File: src/design/assert_macros.svh
// assertion macros used by the rtl controller plt_ctrl
`ifndef ASSERT_MACROS_SVH
`define ASSERT_MACROS_SVH

// property checked at every rising clk edge, off while rst is high
`define ASSERT_CLK(name, prop, msg) \
  name: assert property (@(posedge clk) disable iff (rst) (prop)) else $error(msg);

// condition that must never be seen at a rising clk edge
`define ASSERT_NEVER(name, cond, msg) \
  name: assert property (@(posedge clk) disable iff (rst) !(cond)) else $error(msg);

`endif

File: src/design/plt_pkg.sv
// types and constants of the polyline length block
`timescale 1ns / 1ps
`default_nettype none

package plt_pkg;

  localparam int COORD_BITS = 16;
  localparam int FRAC_BITS  = 8;
  localparam int DIFF_BITS  = COORD_BITS;
  localparam int SQ_BITS    = 2 * DIFF_BITS;
  // radicand pairs: two squares sum to one bit more than a square
  localparam int RAD_PAIRS  = DIFF_BITS + 1;
  localparam int RAD_BITS   = 2 * RAD_PAIRS;
  localparam int ROOT_BITS  = RAD_PAIRS + FRAC_BITS;
  localparam int REM_BITS   = ROOT_BITS + 1;
  localparam int SUM_BITS   = 35;
  localparam int CFG_BITS   = 10;
  localparam int PROD_BITS  = SUM_BITS + CFG_BITS;
  localparam int OUT_BITS   = 40;
  localparam int SCALE_DIV  = 50;
  localparam int DREM_BITS  = $clog2(SCALE_DIV);
  // divide by fifty one 8-bit quotient digit at a time
  localparam int DIV_DIGIT  = 8;
  localparam int DIV_DIGITS = (PROD_BITS + DIV_DIGIT - 1) / DIV_DIGIT;
  localparam int DIV_BITS   = DIV_DIGITS * DIV_DIGIT;
  localparam int DV_BITS    = DREM_BITS + DIV_DIGIT;
  // reciprocal is exact for every partial dividend below fifty times 256
  localparam int DIV_SHIFT  = 19;
  localparam int DIV_RECIP  = ((1 << DIV_SHIFT) + SCALE_DIV - 1) / SCALE_DIV;
  localparam int CNT_BITS   = $clog2(ROOT_BITS);
  localparam logic [CFG_BITS-1:0] REPEAT_RESET = CFG_BITS'(1);
  localparam logic [CNT_BITS-1:0] ROOT_LAST    = CNT_BITS'(ROOT_BITS - 1);
  localparam logic [CNT_BITS-1:0] DIV_LAST     = CNT_BITS'(DIV_DIGITS - 1);

  typedef enum logic [3:0] {
    ST_IDLE,
    ST_DIFF,
    ST_SQUARE,
    ST_ROOT_INIT,
    ST_ROOT,
    ST_ACCUM,
    ST_SCALE,
    ST_DIV,
    ST_EMIT
  } state_t;

  typedef struct packed {
    logic load;
    logic diff;
    logic square;
    logic root_init;
    logic root_step;
    logic accum;
    logic scale;
    logic div_step;
    logic emit;
  } cmd_t;

  typedef struct packed {
    logic first;
    logic last;
    logic out_valid;
    logic out_ready;
  } sts_t;

endpackage

`default_nettype wire

File: src/design/plt_ctrl.sv
// controller state machine of the polyline length block
`timescale 1ns / 1ps
`default_nettype none

`include "assert_macros.svh"

module plt_ctrl
  import plt_pkg::*;
(
  input  wire logic clk,
  input  wire logic rst,
  input  wire logic s_tvalid,
  output logic      s_tready,
  input  wire sts_t sts,
  output cmd_t      cmd
);

  state_t state, state_next;
  logic [CNT_BITS-1:0] cnt;

  always_ff @(posedge clk) begin
    if (rst) begin
      state <= ST_IDLE;
    end else begin
      state <= state_next;
    end
  end

  // iteration counter shared by the root and the divide-by-constant loops
  always_ff @(posedge clk) begin
    if (rst) begin
      cnt <= '0;
    end else if (cmd.root_init || cmd.scale) begin
      cnt <= '0;
    end else if (cmd.root_step || cmd.div_step) begin
      cnt <= cnt + CNT_BITS'(1);
    end
  end

  always_comb begin
    state_next = state;
    case (state)
      ST_IDLE: begin
        if (s_tvalid) state_next = ST_DIFF;
      end
      ST_DIFF: begin
        if (!sts.first) state_next = ST_SQUARE;
        else if (sts.last) state_next = ST_SCALE;
        else state_next = ST_IDLE;
      end
      ST_SQUARE:    state_next = ST_ROOT_INIT;
      ST_ROOT_INIT: state_next = ST_ROOT;
      ST_ROOT: begin
        if (cnt == ROOT_LAST) state_next = ST_ACCUM;
      end
      ST_ACCUM: begin
        state_next = sts.last ? ST_SCALE : ST_IDLE;
      end
      ST_SCALE: state_next = ST_DIV;
      ST_DIV: begin
        if (cnt == DIV_LAST) state_next = ST_EMIT;
      end
      ST_EMIT: begin
        if (!sts.out_valid || sts.out_ready) state_next = ST_IDLE;
      end
      default: state_next = ST_IDLE;
    endcase
  end

  always_comb begin
    cmd      = '0;
    s_tready = 1'b0;
    case (state)
      ST_IDLE: begin
        s_tready = 1'b1;
        cmd.load = s_tvalid;
      end
      ST_DIFF:      cmd.diff = 1'b1;
      ST_SQUARE:    cmd.square = 1'b1;
      ST_ROOT_INIT: cmd.root_init = 1'b1;
      ST_ROOT:      cmd.root_step = 1'b1;
      ST_ACCUM:     cmd.accum = 1'b1;
      ST_SCALE:     cmd.scale = 1'b1;
      ST_DIV:       cmd.div_step = 1'b1;
      ST_EMIT:      cmd.emit = !sts.out_valid || sts.out_ready;
      default: begin
        cmd      = '0;
        s_tready = 1'b0;
      end
    endcase
  end

  `ASSERT_CLK(a_emit_slot_free, cmd.emit |-> (!sts.out_valid || sts.out_ready), "result overwritten")
  `ASSERT_CLK(a_root_full, (state == ST_ACCUM) |-> ($past(cnt) == ROOT_LAST), "root cut short")
  `ASSERT_CLK(a_emit_on_last, (state == ST_EMIT) |-> sts.last, "result without last vertex")
  `ASSERT_NEVER(a_load_busy, cmd.load && (state != ST_IDLE), "request taken while busy")

endmodule

`default_nettype wire

File: src/design/plt_datapath.sv
// datapath: vertex registers, root unit, length sum and scaling
`timescale 1ns / 1ps
`default_nettype none

module plt_datapath
  import plt_pkg::*;
(
  input  wire logic                  clk,
  input  wire logic                  rst,
  input  wire cmd_t                  cmd,
  output sts_t                       sts,
  input  wire logic [2*COORD_BITS-1:0] in_data,
  input  wire logic                  in_first,
  input  wire logic                  in_last,
  input  wire logic                  cfg_valid,
  output logic                       cfg_ready,
  input  wire logic [CFG_BITS-1:0]   cfg_data,
  output logic                       out_valid,
  input  wire logic                  out_ready,
  output logic [OUT_BITS-1:0]        out_data
);

  logic [COORD_BITS-1:0] x_in, y_in, prev_x, prev_y;
  logic                  first_r, last_r;
  logic [CFG_BITS-1:0]   repeat_count;
  logic [DIFF_BITS-1:0]  dx, dy;
  logic [SQ_BITS-1:0]    dxx, dyy;
  logic [RAD_BITS-1:0]   rad;
  logic [REM_BITS-1:0]   rem;
  logic [ROOT_BITS-1:0]  root;
  logic [SUM_BITS-1:0]   length_sum;
  logic [DIV_BITS-1:0]   prod;
  logic [DREM_BITS-1:0]  drem;

  logic [COORD_BITS:0]   dx_w, dy_w, dx_abs, dy_abs;
  logic [REM_BITS+1:0]   rem_sh, trial;
  logic [SUM_BITS:0]     sum_add;
  logic [DV_BITS-1:0]    dv, dr;
  logic [2*DV_BITS-1:0]  dprod;
  logic [DIV_DIGIT-1:0]  dq;

  assign cfg_ready = 1'b1;

  assign dx_w   = {x_in[COORD_BITS-1], x_in} - {prev_x[COORD_BITS-1], prev_x};
  assign dy_w   = {y_in[COORD_BITS-1], y_in} - {prev_y[COORD_BITS-1], prev_y};
  assign dx_abs = dx_w[COORD_BITS] ? (~dx_w + (COORD_BITS+1)'(1)) : dx_w;
  assign dy_abs = dy_w[COORD_BITS] ? (~dy_w + (COORD_BITS+1)'(1)) : dy_w;

  // one root digit per cycle
  assign rem_sh = {rem, rad[RAD_BITS-1 -: 2]};
  assign trial  = {1'b0, root, 2'b01};

  assign sum_add = {1'b0, length_sum} + (SUM_BITS+1)'(root);

  // one 8-bit quotient digit of the divide by fifty per cycle
  assign dv    = {drem, prod[DIV_BITS-1 -: DIV_DIGIT]};
  assign dprod = (2*DV_BITS)'(dv) * (2*DV_BITS)'(DIV_RECIP);
  assign dq    = dprod[DIV_SHIFT +: DIV_DIGIT];
  assign dr    = dv - DV_BITS'(dq) * DV_BITS'(SCALE_DIV);

  always_ff @(posedge clk) begin
    if (rst) begin
      repeat_count <= REPEAT_RESET;
    end else if (cfg_valid && cfg_ready) begin
      repeat_count <= cfg_data;
    end
  end

  always_ff @(posedge clk) begin
    if (rst) begin
      prev_x     <= '0;
      prev_y     <= '0;
      length_sum <= '0;
    end else begin
      if (cmd.diff) begin
        prev_x <= x_in;
        prev_y <= y_in;
        if (first_r) length_sum <= '0;
      end
      if (cmd.accum) begin
        length_sum <= sum_add[SUM_BITS] ? '1 : sum_add[SUM_BITS-1:0];
      end
      if (cmd.scale) length_sum <= '0;
    end
  end

  always_ff @(posedge clk) begin
    if (cmd.load) begin
      x_in    <= in_data[COORD_BITS-1:0];
      y_in    <= in_data[2*COORD_BITS-1:COORD_BITS];
      first_r <= in_first;
      last_r  <= in_last;
    end
    if (cmd.diff) begin
      dx <= dx_abs[DIFF_BITS-1:0];
      dy <= dy_abs[DIFF_BITS-1:0];
    end
    if (cmd.square) begin
      dxx <= SQ_BITS'(dx) * SQ_BITS'(dx);
      dyy <= SQ_BITS'(dy) * SQ_BITS'(dy);
    end
    if (cmd.root_init) begin
      rad  <= RAD_BITS'(dxx) + RAD_BITS'(dyy);
      rem  <= '0;
      root <= '0;
    end
    if (cmd.root_step) begin
      rad <= {rad[RAD_BITS-3:0], 2'b00};
      if (rem_sh >= trial) begin
        rem  <= REM_BITS'(rem_sh - trial);
        root <= {root[ROOT_BITS-2:0], 1'b1};
      end else begin
        rem  <= rem_sh[REM_BITS-1:0];
        root <= {root[ROOT_BITS-2:0], 1'b0};
      end
    end
    if (cmd.scale) begin
      prod <= DIV_BITS'(length_sum) * DIV_BITS'(repeat_count);
      drem <= '0;
    end
    if (cmd.div_step) begin
      drem <= dr[DREM_BITS-1:0];
      prod <= {prod[DIV_BITS-DIV_DIGIT-1:0], dq};
    end
    if (cmd.emit) out_data <= prod[OUT_BITS-1:0];
  end

  always_ff @(posedge clk) begin
    if (rst) begin
      out_valid <= 1'b0;
    end else if (cmd.emit) begin
      out_valid <= 1'b1;
    end else if (out_ready) begin
      out_valid <= 1'b0;
    end
  end

  assign sts.first     = first_r;
  assign sts.last      = last_r;
  assign sts.out_valid = out_valid;
  assign sts.out_ready = out_ready;

endmodule

`default_nettype wire

File: src/design/polyline_length_time.sv
// polyline length block: top level joining controller and datapath
//
// Vertices arrive on the s_ stream, one per request: tdata holds coord_x in
// bits 15:0 and coord_y in bits 31:16, tuser is the first-point flag, tlast
// marks the last vertex. On a last vertex one 40-bit total_time goes out on
// the m_ stream: the summed segment lengths (8 fraction bits) times
// repeat_count, over 50, truncated. repeat_count is written through cfg_valid
// and cfg_data, taken in any cycle; write it only while the block is idle.
// One vertex is in work at a time. A vertex other than the first passes
// through the difference, squaring and the bit-serial square root, and its
// length is then added to the sum. A last vertex adds a scale multiply, the
// divide by 50 (one 8-bit quotient digit per cycle) and a load of the output
// register, which drives total_time on m_tdata with m_tvalid. The output register
// holds a result while the receiver stalls; the block keeps taking vertices
// and waits before its next result only if the earlier one is still unread.
// Reset clears the previous vertex to (0,0), the sum to zero, repeat_count
// to 1 and drops m_tvalid.
`timescale 1ns / 1ps
`default_nettype none

module polyline_length_time
  import plt_pkg::*;
(
  input  wire logic                    clk,
  input  wire logic                    rst,
  input  wire logic                    s_tvalid,
  output logic                         s_tready,
  input  wire logic [2*COORD_BITS-1:0] s_tdata,  // coord_x, coord_y
  input  wire logic                    s_tuser,  // first_point
  input  wire logic                    s_tlast,  // last_point
  output logic                         m_tvalid,
  input  wire logic                    m_tready,
  output logic [OUT_BITS-1:0]          m_tdata,  // total_time
  input  wire logic                    cfg_valid,
  output logic                         cfg_ready,
  input  wire logic [CFG_BITS-1:0]     cfg_data  // repeat_count
);

  cmd_t cmd;
  sts_t sts;

  plt_ctrl u_ctrl (
    .clk      (clk),
    .rst      (rst),
    .s_tvalid (s_tvalid),
    .s_tready (s_tready),
    .sts      (sts),
    .cmd      (cmd)
  );

  plt_datapath u_datapath (
    .clk       (clk),
    .rst       (rst),
    .cmd       (cmd),
    .sts       (sts),
    .in_data   (s_tdata),
    .in_first  (s_tuser),
    .in_last   (s_tlast),
    .cfg_valid (cfg_valid),
    .cfg_ready (cfg_ready),
    .cfg_data  (cfg_data),
    .out_valid (m_tvalid),
    .out_ready (m_tready),
    .out_data  (m_tdata)
  );

endmodule

`default_nettype wire
File: config.mk
export PLATFORM = sky130hd
export DESIGN_NAME = polyline_length_time
export DESIGN_NICKNAME = d
export VERILOG_FILES = /design/src/design/plt_pkg.sv /design/src/design/plt_ctrl.sv /design/src/design/plt_datapath.sv /design/src/design/polyline_length_time.sv
export VERILOG_INCLUDE_DIRS = /design/src /design/src/design
export SDC_FILE = /design/constraint.sdc
export NUM_CORES = 2
export LEC_CHECK = 0
export ABC_AREA = 0
export BUFFER_PORTS_ARGS = -buffer_cell sky130_fd_sc_hd__buf_2
export CAP_MARGIN = 20
export CORE_MARGIN = 5
export CORE_UTILIZATION = 34
export CTS_CLUSTER_DIAMETER = 100
export CTS_CLUSTER_SIZE = 10
export DETAILED_ROUTE_END_ITERATION = 7
export PLACE_DENSITY = 0.45
export SYNTH_ARGS = -nofsm -noshare
export SYNTH_HDL_FRONTEND = slang
export SYNTH_SLANG_ARGS = --single-unit
export TNS_END_PERCENT = 10
File: constraint.sdc
create_clock -name clk -period 14.59 [get_ports clk]
set_input_delay 0.7295 -clock clk [delete_from_list [all_inputs] [get_ports clk]]
set_output_delay 0.7295 -clock clk [all_outputs]
set_load 0.01 [all_outputs]
==> key figures <==
Synth
  • Cell accounting for the most synthesized area: sky130_fd_sc_hd__fa_1
  • Sequential area share after synthesis: 0.226
  • Total of warnings raised by yosys: 0
  • Cell area after technology mapping: 48400 sq um
  • Number of distinct standard cells referenced by the synthesized netlist: 93
  • Average cell area after synthesis: 9.54 sq um
  • Post-Syn Instances: 5071
  • Number of enable-type register cells in the synthesized netlist: 305
  • Asr flop ratio synth: 0
  • Total nets after synthesis: 6274
  • Top cells by instance count after synthesis: sky130_fd_sc_hd__inv_1 (911), sky130_fd_sc_hd__fa_1 (656), sky130_fd_sc_hd__nand2_1 (562)
  • Cell with the most instances after synthesis: sky130_fd_sc_hd__inv_1
  • Top cells by area, synth: sky130_fd_sc_hd__fa_1 (27%), sky130_fd_sc_hd__edfxtp_1 (19%), sky130_fd_sc_hd__ha_1 (13%)
  • #FFs+latches synth: 394
  • Share of the synthesized area in the top cell type: 0.271
  • Most common flop cell mapped by yosys: sky130_fd_sc_hd__edfxtp_1

Global routing
  • Global routing usage summed across all routing layers: 0.163
  • Initial antenna violation count: 4
  • Vias in the first global route: 36100
  • Largest net degree at the start of global routing: 65
  • Global-route wire length before repair: 198000 microns
  • GRT overflow: 0

CTS
  • Count of instances resized after the clock tree is built: 0
  • Clock-pin slew of the registers on the worst-case setup and hold paths: 0.07 ns
  • Max H-tree Level: 2
  • Setup Buffers After CTS: 0
  • TritonCTS Buffers: 48
  • Insertion delay to the later sink of the worst-skew pair: 0.62 ns
  • Hold-fix buffers at CTS: 0
  • TritonCTS clock tree: yes
  • Clock Sinks: 394
  • Maximum clock insertion buffer count: 3
  • Clock root buffer: sky130_fd_sc_hd__clkbuf_16

Timing
  • Maximum clock frequency: 141 MHz
  • Count of final max-slew check failures: 0
  • Worst slew slack as a fraction of its limit: 0.352
  • Crit share post-route: 0.488
  • Final setup viols: 0
  • Total Neg Setup Slack: 0 ns
  • Final critical path time including I/O delays and setup: 7.12 ns
  • Tightest Pin Transition: 0.947 ns
  • Setup repair after global routing missed its margin: false
  • Setup Skew: 0.0394 ns
  • Number of hold violations in the final report: 0

Setup path
  • Worst setup EP type: flip-flop
  • Cell-by-cell trace of the critical path: nand2_1 > fa_1 > fa_1 > inv_1 > fa_1 > fa_1 > fa_1 > inv_1 > fa_1 > inv_1 > ha_1 > a21o_1 > a211oi_1 > o21ai_0 > a211oi_1 > o21ai_1 > or4b_1 > a31oi_1 > o21ai_1 > xor2_1
  • Worst Setup Start Kind: flip-flop
  • Worst R2R End: u_datapath.dyy[30]
  • Critical path peak fanout: 17
  • Setup slack, reg-to-reg: 7.47 ns
  • Category of the most critical setup path: reg2reg
  • Worst r2r src: u_datapath.dy[2]
  • Worst R2R Path Depth: 20
  • CP max stage cell: sky130_fd_sc_hd__edfxtp_1
  • Crit path largest cell delay: 0.76 ns
  • Arrival time reported for the critical path endpoint: 7.48 ns
  • Most repeated library cell on the critical path: sky130_fd_sc_hd__fa_1
  • Endpoint required time on the critical path: 14.95 ns

Layout
  • Number of nets in the layout: 6266
  • Area growth from synthesis to layout: 7.91%
  • Final Cell Area: 52200 sq um
  • Ratio of cells with drive above 1 in the final layout: 0.0449
  • Final non-filler cell total: 6996

Routing
  • DRC: 0
  • Routed wire length: 122000 microns
  • Number of DRC markers in iteration 0: 1507
  • Average vias per placed instance: 4.83
  • Routed wire per std cell: 17.4 microns
  • Remaining antenna violation count: 0
  • Routed vias: 33800
  • Count of TritonRoute iterations in the first routing pass: 5

Floorplanning
  • DIE HEIGHT: 387 microns
  • Top Ports: 92
  • Num rows: 138
  • Die Area: 150000 sq um
  • DIE WIDTH: 387 microns
  • Total core area: 141000 sq um
  • Starting utilization of the core area: 0.342

Placed design
  • RePlAce Congestion: 0.806
  • Area after DPL: 50800 sq um
  • Count of input and output buffers: 90
  • Placed Cells: 6903
  • Post-detailed-placement half-perimeter wirelength: 96100 microns

Run status
  • Outcome: finished, final reports clean

Hold path
  • HP Class: in2reg
  • Worst hold path startpoint: s_tdata[9]
  • Hold-critical path endpoint: u_datapath.x_in[9]
  • Hold path depth: 1

Flow run
  • Max-capacitance violation count: 0
## how the worst max path moves through the flow
stage | startpoint | endpoint | slack (ns)
after floorplan | u_datapath.dy[2] | u_datapath.dyy[30] | 8.14
after global placement | u_datapath.dy[2] | u_datapath.dyy[30] | 7.49
after detailed placement | u_datapath.dy[2] | u_datapath.dyy[30] | 7.42
after CTS | u_datapath.dy[2] | u_datapath.dyy[30] | 7.41
after global routing | u_datapath.dy[2] | u_datapath.dyy[30] | 7.00
final | u_datapath.dy[2] | u_datapath.dyy[30] | 7.47
## sequential cells by signal (all words and copies together) (netlist names), 25 cells and up
name	cells
u_datapath.rad	34
u_datapath.dyy	31
u_datapath.root	25
u_datapath.dxx	31
u_datapath.prod	48
u_datapath.out_data	40
u_datapath.rem	26
u_datapath.length_sum	35
## critical path: cells and delay by family (launching register included)
kind,cells,cell delay [ns]
adder cells (fa/ha/maj),7,3.36
flip-flops,1,0.76
AO/OA/AOI/OAI,7,1.73
XOR/XNOR,1,0.14
buffers and inverters,3,0.14
AND/OR/NAND/NOR,2,0.73
## layout make-up
| class | instances | area, sq um |
|---|---|---|
| clock inverter | 8 | 87.6 |
| multi-input combinational | 3586 | 33300 |
| clock buffer | 82 | 1350 |
| tap | 1890 | 2360 |
| inverter | 912 | 3420 |
| antenna | 3 | 7.51 |
| fill | 14400 | 89200 |
| timing repair buffer | 121 | 683 |
| sequential | 394 | 10900 |
## cells by family (layout without fill, tap and decap cells)
group | after synthesis | after routing | share of synthesized area
mux | 27 | 27 | 0.00569
buf+inv | 1091 | 1123 | 0.0852
simple gates | 1395 | 1395 | 0.138
xor+xnor | 236 | 236 | 0.0433
fa+ha+maj | 1154 | 1154 | 0.400
flops | 394 | 394 | 0.226
compound gates | 773 | 773 | 0.102
other cells | 1 | 4 | 0.0000775
## stage by stage
| stage | hold WS (ns) | util | setup WS, ns |
|---|---|---|---|
| finish | 0.285 | 0.369 | 7.47 |
| global route | 0.250 | 0.369 | 7.00 |
| CTS | 0.235 | 0.369 | 7.41 |
| detailed placement | 0.427 | 0.359 | 7.42 |
| global placement | 0.424 | 0.359 | 7.49 |
| floorplan | 0.417 | - | 8.14 |
## routing by layer
metal  wire, microns  share of wire  track usage
met5              19        0.00016            0
met4            1780          0.015       0.0252
met3            4290          0.035       0.0207
met2           61800           0.51        0.297
met1           53900           0.44        0.211
## cells in the final DEF, fill, tap and decap left out, drive strengths merged, types with 89 or more instances in the layout
master and instances:
a21oi 253, and2 288, buf 121, dfxtp 89
edfxtp 305, fa 656, ha 498, inv 916
nand2 563, nor2 254, o21ai 163, xnor2 154
Power is left out: the tool's default activity adds up to more than one toggle a clock period on the data nets, which glitch-free logic cannot reach.
